<file path="src/rtl/ssfe_pkg.sv">
`timescale 1ns / 1ps
package ssfe_pkg;

	// Field widths
	localparam int KEY_BITS  = 64;
	localparam int KEY_W     = 64;
	localparam int NUM_W     = 32;
	localparam int CHAR_W    = 8;
	localparam int DIGITS    = 10;
	localparam int BCD_W     = 4 * DIGITS;
	localparam int DIG_W     = $clog2(DIGITS + 1);
	localparam int CONV_W    = $clog2(NUM_W);
	localparam int ROM_DEPTH = 64;
	localparam int IDX_W     = $clog2(ROM_DEPTH);

	// Keys at or above KEY_BITS are ignored
	localparam logic [KEY_W-1:0] KEY_MASK = (KEY_BITS >= KEY_W) ? {KEY_W{1'b1}} :
		((KEY_W'(1) << KEY_BITS) - KEY_W'(1));

	// Frame characters
	localparam logic [CHAR_W-1:0] CH_OPEN   = "<";
	localparam logic [CHAR_W-1:0] CH_SEP    = "/";
	localparam logic [CHAR_W-1:0] CH_CLOSE  = ">";
	localparam logic [CHAR_W-1:0] CH_WEIGHT = "f";
	localparam logic [CHAR_W-1:0] CH_ZERO   = "0";
	localparam logic [CHAR_W-1:0] CH_NONE   = 8'h00;

	// Key letter table, zero means the key gives no letter
	localparam logic [CHAR_W-1:0] KEY_ROM [ROM_DEPTH] = '{
		"S", "C", "T", "K", "P", "W", "H", "R",
		"A", "O", "~", "~", "*", "*", "E", "U",
		"F", "Q", "N", "B", "L", "G", "Y", "X",
		"D", "Z", "#", "#", "#", "#", "#", "#",
		"#", "#", "#", "#", "#", "#", "^", "+",
		"!", 8'h00, 8'h00, 8'h00, 8'h00, 8'h00, 8'h00, 8'h00,
		8'h00, 8'h00, 8'h00, 8'h00, 8'h00, 8'h00, 8'h00, 8'h00,
		8'h00, 8'h00, 8'h00, 8'h00, 8'h00, 8'h00, 8'h00, 8'h00
	};

	typedef enum logic [3:0] {
		ST_IDLE,
		ST_CONV,
		ST_OPEN,
		ST_CNT_SKIP,
		ST_CNT_DIG,
		ST_SEP1,
		ST_SCAN,
		ST_SEP2,
		ST_TIM_SKIP,
		ST_TIM_DIG,
		ST_CLOSE
	} state_t;

	typedef enum logic [2:0] {
		SEL_OPEN,
		SEL_SEP,
		SEL_CNT,
		SEL_KEY,
		SEL_TIM,
		SEL_CLOSE
	} chsel_t;

	typedef struct packed {
		logic   take;
		logic   load;
		logic   conv;
		logic   emit;
		chsel_t sel;
		logic   cnt_shift;
		logic   tim_shift;
		logic   scan;
	} cmd_t;

	typedef struct packed {
		logic in_valid;
		logic trig;
		logic conv_done;
		logic cnt_zero;
		logic cnt_last;
		logic tim_zero;
		logic tim_last;
		logic hit;
		logic scan_last;
		logic slot_free;
	} status_t;

	// One double-dabble step: add 3 to digits of 5 or more, then shift in b
	function automatic logic [BCD_W-1:0] dd_step(input logic [BCD_W-1:0] bcd, input logic b);
		logic [BCD_W-1:0] adj;
		adj = bcd;
		for (int d = 0; d < DIGITS; d++) begin
			if (adj[4*d +: 4] >= 4'd5)
				adj[4*d +: 4] = adj[4*d +: 4] + 4'd3;
		end
		return {adj[BCD_W-2:0], b};
	endfunction

endpackage

</file>
<file path="src/rtl/ssfe_in_if.sv">
`timescale 1ns / 1ps
interface ssfe_in_if;
	import ssfe_pkg::*;

	logic             valid;
	logic             ready;
	logic             is_trigger;
	logic [KEY_W-1:0] key_state;
	logic [NUM_W-1:0] time_ms;

	modport source (output valid, output is_trigger, output key_state, output time_ms,
		input ready);
	modport sink (input valid, input is_trigger, input key_state, input time_ms,
		output ready);
endinterface

</file>
<file path="src/rtl/ssfe_out_if.sv">
`timescale 1ns / 1ps
interface ssfe_out_if;
	import ssfe_pkg::*;

	logic              valid;
	logic              ready;
	logic [CHAR_W-1:0] first_char;
	logic [CHAR_W-1:0] second_char;
	logic              second_valid;
	logic              last;

	modport source (output valid, output first_char, output second_char,
		output second_valid, output last, input ready);
	modport sink (input valid, input first_char, input second_char,
		input second_valid, input last, output ready);
endinterface

</file>
<file path="src/rtl/steno_stroke_frame_encoder.sv">
`timescale 1ns / 1ps
// Steno stroke frame encoder.
// stroke channel: one word per stroke (is_trigger, key_state, time_ms).
// A word with is_trigger low is taken and produces nothing.
// A trigger word produces one ASCII frame on the frame channel, one
// character per word: '<', stroke count, '/', key letters, '/', time, '>'.
// Key letter words carry 'f' in second_char with second_valid set; the
// closing '>' word has last set.
// After a trigger is accepted, both numbers are converted from binary to
// BCD together; then come '<', the count digits once their leading zeros
// are skipped, '/', the scan of all 64 key positions, '/', the time digits
// once their leading zeros are skipped, and '>'. Key positions without a
// letter still take a scan step; the key scan is the longest step. The
// first word, '<', is loaded once the conversion is done. Once '>' is
// loaded the controller returns to idle and the next stroke is taken.
// Output stalls hold the current word in the output register and pause the
// sequence; the next stroke is taken while the closing '>' still waits.
// Reset clears the stroke counter to zero and empties the output register.
module steno_stroke_frame_encoder (
	input  logic       clk,
	input  logic       arst_n,
	ssfe_in_if.sink    stroke,
	ssfe_out_if.source frame
);
	import ssfe_pkg::*;

	cmd_t    cmd;
	status_t sts;

	ssfe_ctrl u_ctrl (
		.clk    (clk),
		.arst_n (arst_n),
		.sts    (sts),
		.cmd    (cmd)
	);

	ssfe_dp u_dp (
		.clk    (clk),
		.arst_n (arst_n),
		.stroke (stroke),
		.frame  (frame),
		.cmd    (cmd),
		.sts    (sts)
	);

endmodule

</file>
<file path="src/rtl/ssfe_ctrl.sv">
`timescale 1ns / 1ps
module ssfe_ctrl (
	input  logic              clk,
	input  logic              arst_n,
	input  ssfe_pkg::status_t sts,
	output ssfe_pkg::cmd_t    cmd
);
	import ssfe_pkg::*;

	state_t state_q, state_d;

	// State register
	always_ff @(posedge clk or negedge arst_n) begin
		if (!arst_n)
			state_q <= ST_IDLE;
		else
			state_q <= state_d;
	end

	// Next state and commands
	always_comb begin
		state_d       = state_q;
		cmd           = '0;
		cmd.sel       = SEL_OPEN;
		unique case (state_q)
			ST_IDLE: begin
				cmd.take = 1'b1;
				if (sts.in_valid && sts.trig) begin
					cmd.load = 1'b1;
					state_d  = ST_CONV;
				end
			end
			ST_CONV: begin
				cmd.conv = 1'b1;
				if (sts.conv_done)
					state_d = ST_OPEN;
			end
			ST_OPEN: begin
				cmd.sel = SEL_OPEN;
				if (sts.slot_free) begin
					cmd.emit = 1'b1;
					state_d  = ST_CNT_SKIP;
				end
			end
			ST_CNT_SKIP: begin
				// drop leading zeros, keep at least one digit
				if (sts.cnt_zero && !sts.cnt_last)
					cmd.cnt_shift = 1'b1;
				else
					state_d = ST_CNT_DIG;
			end
			ST_CNT_DIG: begin
				cmd.sel = SEL_CNT;
				if (sts.slot_free) begin
					cmd.emit      = 1'b1;
					cmd.cnt_shift = 1'b1;
					if (sts.cnt_last)
						state_d = ST_SEP1;
				end
			end
			ST_SEP1: begin
				cmd.sel = SEL_SEP;
				if (sts.slot_free) begin
					cmd.emit = 1'b1;
					state_d  = ST_SCAN;
				end
			end
			ST_SCAN: begin
				cmd.sel = SEL_KEY;
				// a letter waits for the output slot, other keys pass at once
				if (!sts.hit || sts.slot_free) begin
					cmd.emit = sts.hit;
					cmd.scan = 1'b1;
					if (sts.scan_last)
						state_d = ST_SEP2;
				end
			end
			ST_SEP2: begin
				cmd.sel = SEL_SEP;
				if (sts.slot_free) begin
					cmd.emit = 1'b1;
					state_d  = ST_TIM_SKIP;
				end
			end
			ST_TIM_SKIP: begin
				if (sts.tim_zero && !sts.tim_last)
					cmd.tim_shift = 1'b1;
				else
					state_d = ST_TIM_DIG;
			end
			ST_TIM_DIG: begin
				cmd.sel = SEL_TIM;
				if (sts.slot_free) begin
					cmd.emit      = 1'b1;
					cmd.tim_shift = 1'b1;
					if (sts.tim_last)
						state_d = ST_CLOSE;
				end
			end
			ST_CLOSE: begin
				cmd.sel = SEL_CLOSE;
				if (sts.slot_free) begin
					cmd.emit = 1'b1;
					state_d  = ST_IDLE;
				end
			end
			default: state_d = ST_IDLE;
		endcase
	end

endmodule

</file>
<file path="src/rtl/ssfe_dp.sv">
`timescale 1ns / 1ps
module ssfe_dp (
	input  logic              clk,
	input  logic              arst_n,
	ssfe_in_if.sink           stroke,
	ssfe_out_if.source        frame,
	input  ssfe_pkg::cmd_t    cmd,
	output ssfe_pkg::status_t sts
);
	import ssfe_pkg::*;

	logic [NUM_W-1:0]  stroke_cnt_q;
	logic [NUM_W-1:0]  bin_cnt_q, bin_tim_q;
	logic [BCD_W-1:0]  bcd_cnt_q, bcd_tim_q;
	logic [CONV_W-1:0] conv_n_q;
	logic [DIG_W-1:0]  dig_cnt_q, dig_tim_q;
	logic [KEY_W-1:0]  keys_q;
	logic [IDX_W-1:0]  idx_q;
	logic [CHAR_W-1:0] prev_q;
	logic [CHAR_W-1:0] letter;
	logic [CHAR_W-1:0] char_d;

	logic              out_valid_q;
	logic [CHAR_W-1:0] first_q, second_q;
	logic              second_valid_q, last_q;

	assign stroke.ready = cmd.take;

	// Stroke counter, post-incremented per trigger
	always_ff @(posedge clk or negedge arst_n) begin
		if (!arst_n)
			stroke_cnt_q <= '0;
		else if (cmd.load)
			stroke_cnt_q <= stroke_cnt_q + NUM_W'(1);
	end

	// Binary to BCD, one bit per cycle for both numbers
	always_ff @(posedge clk) begin
		if (cmd.load) begin
			bin_cnt_q <= stroke_cnt_q;
			bin_tim_q <= stroke.time_ms;
			bcd_cnt_q <= '0;
			bcd_tim_q <= '0;
			conv_n_q  <= '0;
			dig_cnt_q <= DIG_W'(DIGITS);
			dig_tim_q <= DIG_W'(DIGITS);
		end else begin
			if (cmd.conv) begin
				bin_cnt_q <= {bin_cnt_q[NUM_W-2:0], 1'b0};
				bin_tim_q <= {bin_tim_q[NUM_W-2:0], 1'b0};
				bcd_cnt_q <= dd_step(bcd_cnt_q, bin_cnt_q[NUM_W-1]);
				bcd_tim_q <= dd_step(bcd_tim_q, bin_tim_q[NUM_W-1]);
				conv_n_q  <= conv_n_q + CONV_W'(1);
			end
			// digit walk, most significant first
			if (cmd.cnt_shift) begin
				bcd_cnt_q <= {bcd_cnt_q[BCD_W-5:0], 4'd0};
				dig_cnt_q <= dig_cnt_q - DIG_W'(1);
			end
			if (cmd.tim_shift) begin
				bcd_tim_q <= {bcd_tim_q[BCD_W-5:0], 4'd0};
				dig_tim_q <= dig_tim_q - DIG_W'(1);
			end
		end
	end

	// Key scan in ascending order, one key per cycle unless a letter waits for the output slot
	assign letter = KEY_ROM[idx_q];

	always_ff @(posedge clk) begin
		if (cmd.load) begin
			keys_q <= stroke.key_state & KEY_MASK;
			idx_q  <= '0;
			prev_q <= CH_NONE;
		end else if (cmd.scan) begin
			keys_q <= {1'b0, keys_q[KEY_W-1:1]};
			idx_q  <= idx_q + IDX_W'(1);
			if (cmd.emit)
				prev_q <= letter;
		end
	end

	// Character select
	always_comb begin
		unique case (cmd.sel)
			SEL_OPEN:  char_d = CH_OPEN;
			SEL_SEP:   char_d = CH_SEP;
			SEL_CNT:   char_d = CH_ZERO | {4'd0, bcd_cnt_q[BCD_W-1 -: 4]};
			SEL_KEY:   char_d = letter;
			SEL_TIM:   char_d = CH_ZERO | {4'd0, bcd_tim_q[BCD_W-1 -: 4]};
			SEL_CLOSE: char_d = CH_CLOSE;
			default:   char_d = CH_NONE;
		endcase
	end

	// Output register
	always_ff @(posedge clk or negedge arst_n) begin
		if (!arst_n)
			out_valid_q <= 1'b0;
		else if (cmd.emit)
			out_valid_q <= 1'b1;
		else if (frame.ready)
			out_valid_q <= 1'b0;
	end

	always_ff @(posedge clk) begin
		if (cmd.emit) begin
			first_q        <= char_d;
			second_q       <= (cmd.sel == SEL_KEY) ? CH_WEIGHT : CH_NONE;
			second_valid_q <= (cmd.sel == SEL_KEY);
			last_q         <= (cmd.sel == SEL_CLOSE);
		end
	end

	assign frame.valid        = out_valid_q;
	assign frame.first_char   = first_q;
	assign frame.second_char  = second_q;
	assign frame.second_valid = second_valid_q;
	assign frame.last         = last_q;

	// Status to the controller
	always_comb begin
		sts.in_valid  = stroke.valid;
		sts.trig      = stroke.is_trigger;
		sts.conv_done = (conv_n_q == CONV_W'(NUM_W - 1));
		sts.cnt_zero  = (bcd_cnt_q[BCD_W-1 -: 4] == 4'd0);
		sts.cnt_last  = (dig_cnt_q == DIG_W'(1));
		sts.tim_zero  = (bcd_tim_q[BCD_W-1 -: 4] == 4'd0);
		sts.tim_last  = (dig_tim_q == DIG_W'(1));
		sts.hit       = keys_q[0] && (letter != CH_NONE) && (letter != prev_q);
		sts.scan_last = (idx_q == IDX_W'(ROM_DEPTH - 1));
		sts.slot_free = !out_valid_q || frame.ready;
	end

endmodule

</file>
<file path="src/flat_wrapper.sv">
// flat-port wrapper written by rule: the top's interface ports become plain ports
module steno_stroke_frame_encoder_flat import ssfe_pkg::*;
  (clk, arst_n, stroke_valid, stroke_is_trigger, stroke_key_state, stroke_time_ms, stroke_ready, frame_valid, frame_first_char, frame_second_char, frame_second_valid, frame_last, frame_ready);
  ssfe_in_if stroke_i ();
  ssfe_out_if frame_i ();
  input  logic clk;
  input  logic arst_n;
  input wire logic [$bits(stroke_i.valid)-1:0] stroke_valid;
  input wire logic [$bits(stroke_i.is_trigger)-1:0] stroke_is_trigger;
  input wire logic [$bits(stroke_i.key_state)-1:0] stroke_key_state;
  input wire logic [$bits(stroke_i.time_ms)-1:0] stroke_time_ms;
  output wire logic [$bits(stroke_i.ready)-1:0] stroke_ready;
  output wire logic [$bits(frame_i.valid)-1:0] frame_valid;
  output wire logic [$bits(frame_i.first_char)-1:0] frame_first_char;
  output wire logic [$bits(frame_i.second_char)-1:0] frame_second_char;
  output wire logic [$bits(frame_i.second_valid)-1:0] frame_second_valid;
  output wire logic [$bits(frame_i.last)-1:0] frame_last;
  input wire logic [$bits(frame_i.ready)-1:0] frame_ready;
  assign stroke_i.valid = stroke_valid;
  assign stroke_i.is_trigger = stroke_is_trigger;
  assign stroke_i.key_state = stroke_key_state;
  assign stroke_i.time_ms = stroke_time_ms;
  assign stroke_ready = stroke_i.ready;
  assign frame_valid = frame_i.valid;
  assign frame_first_char = frame_i.first_char;
  assign frame_second_char = frame_i.second_char;
  assign frame_second_valid = frame_i.second_valid;
  assign frame_last = frame_i.last;
  assign frame_i.ready = frame_ready;
  steno_stroke_frame_encoder u_core (.clk(clk), .arst_n(arst_n), .stroke(stroke_i), .frame(frame_i));
endmodule
</file>
<file path="config.mk">
export PLATFORM = sky130hd
export DESIGN_NAME = steno_stroke_frame_encoder_flat
export DESIGN_NICKNAME = d
export VERILOG_FILES = /design/src/rtl/ssfe_pkg.sv /design/src/rtl/ssfe_in_if.sv /design/src/rtl/ssfe_out_if.sv /design/src/rtl/steno_stroke_frame_encoder.sv /design/src/rtl/ssfe_ctrl.sv /design/src/rtl/ssfe_dp.sv /design/src/flat_wrapper.sv
export SDC_FILE = /design/constraint.sdc
export NUM_CORES = 1
export LEC_CHECK = 0
export CAP_MARGIN = 5
export CORE_ASPECT_RATIO = 1.75
export CORE_MARGIN = 3
export CORE_UTILIZATION = 51
export CTS_CLUSTER_DIAMETER = 80
export CTS_CLUSTER_SIZE = 40
export DETAILED_ROUTE_END_ITERATION = 10
export DONT_BUFFER_PORTS = 1
export GPL_TIMING_DRIVEN = 0
export HOLD_SLACK_MARGIN = 0.1
export PLACE_DENSITY = 0.76
export RECOVER_POWER = 100
export SLEW_MARGIN = 20
export SYNTH_ARGS = -nofsm -noshare
export SYNTH_HDL_FRONTEND = slang
export SYNTH_SLANG_ARGS = --single-unit
</file>
<file path="constraint.sdc">
create_clock -name clk -period 12.2 [get_ports clk]
set_input_delay 1.22 -clock clk [delete_from_list [all_inputs] [get_ports clk]]
set_output_delay 1.22 -clock clk [all_outputs]
set_load 0.05 [all_outputs]
</file>
==> impl_metrics.csv <==
group,metric,value,unit
power,leakagePower,6.047,nW
worst_setup_path,worstSetupEndpointType,"register",
route,vias,11610,
synth,ys_seq_area_share,49.80,%
worst_setup_path,crit_arrival,7.02,ns
synth,syn_area,14380,sq um
status,violations,"max-capacitance violations, max-slew violations",
global_routing,grt_first_pass_wirelength,55210,microns
route,drcViolationCount,0,
floorplanning,core_area,27530,sq um
sta,max_freq,0.1470,GHz
cells_and_area,fin_cells,2014,
power,power.density,222.1,nW/um^2
route,drtIter0Drc,770,
worst_setup_path,rrSetupSlack,5.40,ns
sta,layout_setup_ws,5.399,ns
placed_design,dp_worst_setup_slack,8.054,ns
synth,synth_warnings,0,
sta,fin_crit_sh,55.75,%
sta,worst_pin_slew,2.310,ns
global_routing,grt_usage,21.72,%
worst_hold_path,hp-class,"in2async",
cts,cts_buffer_depth,3,
floorplanning,die_x,132.9,microns
global_routing,met3_usage,2.668,%
floorplanning,die_y,228.2,microns
cells_and_area,layout.nets,1800,
cts,htreeDepth,1,
cts,cts_buffers,11,
sta,clock_skew,0.03214,ns
cells_and_area,layout-drive-gt1-share,2.251,%
cells_and_area,final.fill_count,2467,
floorplanning,die_area,30330,sq um
synth,syn_avg_cell_area,8.884,sq um
placed_design,post-place-cells,1996,
floorplanning,rows,80,
global_routing,antenna_found_initial,1,
power,power_switching,1.397,mW
cts,clkSlewWorstSetupHoldPaths,0.14,ns
power,vdd_drop_max,0.0001665,V
global_routing,met1_usage,24.39,%
sta,hold_viol,0,
route,drtPass1Iterations,5,
route,detail-route-antenna-nets,0,
job,cap_violations,2,
sta,finalSetupViolCount,0,
cells_and_area,areaGrowthSynthToFinish,5.803,%
status,status,"complete, but fails checks",
power,intPower,1.984,mW
placed_design,io_buffer_count,0,
power,seqPwrFrac,47.1,%
sta,drv_slew,53,
global_routing,use_met2,40.08,%
global_routing,grt_busiest_layer,"met2",
cells_and_area,mostFrequentLayoutCell,"nand2_1",
synth,synth.distinct_cells,68,
global_routing,overflow,0,
sta,period_needed,6.801,ns
cts,cts_tree,"yes",
worst_setup_path,critPathKind,"reg2reg",
worst_setup_path,cp-start-kind,"register",
sta,rsz0062_at_grt,"false",
synth,synth-seq-cells,280,
placed_design,gp_congestion,0.9148,
floorplanning,io_pins,121,
cts,cts_resized,0,
cts,postCtsSetupRepairBufs,0,
worst_setup_path,required,12.42,ns
route,wl_per_cell,16.74,microns
cts,clk_latency,0.51,ns
power,clkPwrFrac,14.4,%
cells_and_area,fin_util,55.28,%
route,vias_per_cell,5.764,
placed_design,hpwl,25260,microns
cts,root_buffer,"clkbuf_16",
synth,synthCells,1619,
worst_setup_path,cp_max_fo,26,
cts,cts.sinks,280,
cells_and_area,final_cell_mix,"nand2_1, nor2_1, edfxtp_1, dfxtp_1, a21oi_1",
synth,synth_ff_type,"edfxtp_1",
sta,relSlewSlack,-55.63,%
power,swShare,41.32,%
global_routing,first_global_vias,11570,
route,totalWireLength,33720,microns
cts,postCtsHoldBufs,0,
global_routing,grt_start_max_net_pins,42,
power,comb_power_share,38.6,%
sta,finalSetupTns,0,ns
synth,synthArstFlopShare,13.21,%
floorplanning,floorplan.initialDensity,52.25,%
synth,synth_edf_count,137,
==> Yosys cell counts (all sizes together), types with 3 or more instances <==
cell     number  area share (%)
nor3b        19            0.99
o32ai         4            0.24
o211ai        5            0.26
nand2b       27             1.2
and4          3            0.18
nor2b        13            0.57
mux2i        13            0.90
a21oi        96             3.4
a211oi        6            0.31
xor2         18             1.1
edfxtp      137              29
clkbuf       76             2.0
nand4         8            0.35
buf          19            0.86
mux2          3            0.23
nand2       428              11
dfxtp       106              15
and3         13            0.57
a221oi       55             3.4
a2111oi       5            0.35
and2          9            0.39
dfrtp        37             6.4
a32oi        20             1.2
o21ai        64             2.2
nor3         37             1.3
nor4          4            0.26
o31ai         6            0.31
xnor2        42             2.6
nor2        171             4.5
nand3        17            0.59
o22ai         3            0.13
ha           59             5.1
inv          61             1.6
==> worst max-delay path, stage by stage (launching register included) <==
cell,delay (ns)
dfxtp_1,0.58
inv_1,0.25
ha_1,0.30
and2_0,0.22
o311ai_0,0.74
a31oi_1,0.18
a41o_1,0.24
a2111oi_0,0.46
a21oi_1,0.41
o21ai_0,1.84
clkbuf_1,1.01
buf_16,0.26
==> final cells by class <==
class	instances	area (sq um)	share of cell area, %
Sequential cell	280	7162	47.06
Multi-Input combinational cell	1187	6581	43.25
Tap cell	369	461.7	3.034
Buffer	95	394.1	2.590
Clock buffer	14	307.8	2.023
Inverter	61	229.0	1.505
Clock inverter	3	40.04	0.2631
Timing Repair Buffer	4	38.79	0.2549
Antenna cell	1	2.502	0.01644
==> layer usage <==
layer  share of wire, %  vias to the layer above
met5                  0                        -
met4                5.0                        0
met3                5.3                      113
met2                 52                      372
met1                 38                     5515
li1                   -                     5609
==> registers in the layout, summed over array words and instances (netlist names) <==
register,flops
u_core.u_ctrl.state_q,4
u_core.u_dp.bcd_cnt_q,40
u_core.u_dp.bcd_tim_q,40
u_core.u_dp.bin_cnt_q,32
u_core.u_dp.bin_tim_q,32
u_core.u_dp.conv_n_q,5
u_core.u_dp.dig_cnt_q,4
u_core.u_dp.dig_tim_q,4
u_core.u_dp.frame.first_char,7
u_core.u_dp.frame.last,1
u_core.u_dp.frame.second_char,1
u_core.u_dp.frame.valid,1
u_core.u_dp.idx_q,6
u_core.u_dp.keys_q,64
u_core.u_dp.prev_q,7
u_core.u_dp.stroke_cnt_q,32
==> per-stage QoR <==
step	hold slack (ns)	power, mW	instance area (sq um)
6_report	0.3896	3.380	15220
5_1_grt	0.3654	3.613	15220
4_1_cts	0.3704	3.414	15320
3_5_place_dp	0.4567	2.930	14970
3_3_place_gp	0.4457	2.867	14860
2_1_floorplan	0.4406	2.552	14400
==> worst paths after layout <==
kind	startpoint	end	cells after the start
worst max-delay path	u_core.u_dp.idx_q[1]$_SDFFE_PP0P_	u_core.u_dp.keys_q[49]$_DFFE_PP_	11
worst min-delay path	arst_n	u_core.u_dp.stroke_cnt_q[6]$_DFFE_PN0P_	0
worst max register to register	u_core.u_dp.idx_q[1]$_SDFFE_PP0P_	u_core.u_dp.keys_q[49]$_DFFE_PP_	11
worst min register to register	u_core.u_dp.conv_n_q[4]$_SDFFE_PP0P_	u_core.u_dp.conv_n_q[4]$_SDFFE_PP0P_	2
max in group asynchronous	arst_n	u_core.u_dp.stroke_cnt_q[8]$_DFFE_PN0P_	0
min in group clk	u_core.u_dp.conv_n_q[4]$_SDFFE_PP0P_	u_core.u_dp.conv_n_q[4]$_SDFFE_PP0P_	2
==> power groups by stage <==
stage	Combinational [mW]	Sequential [mW]	Clock, mW
final	1.30	1.59	0.485
after global routing	1.46	1.63	0.524
after CTS	1.33	1.59	0.497
after detailed placement	1.32	1.61	0
after global placement	1.25	1.62	0
after floorplan	1.00	1.55	0
==> cells by family (layout without fill, tap and decap cells) <==
kind of cell	after synthesis	count (layout)	synth area share, %
compound gates	286	286	13.12
simple gates	761	761	22.70
xor+xnor	60	60	3.654
fa+ha+maj	59	59	5.133
buf+inv	156	177	4.437
mux	16	16	1.140
other cells	1	6	0.02607
flops	280	280	49.80
No activity file was read; power rests on OpenSTA's default activity.
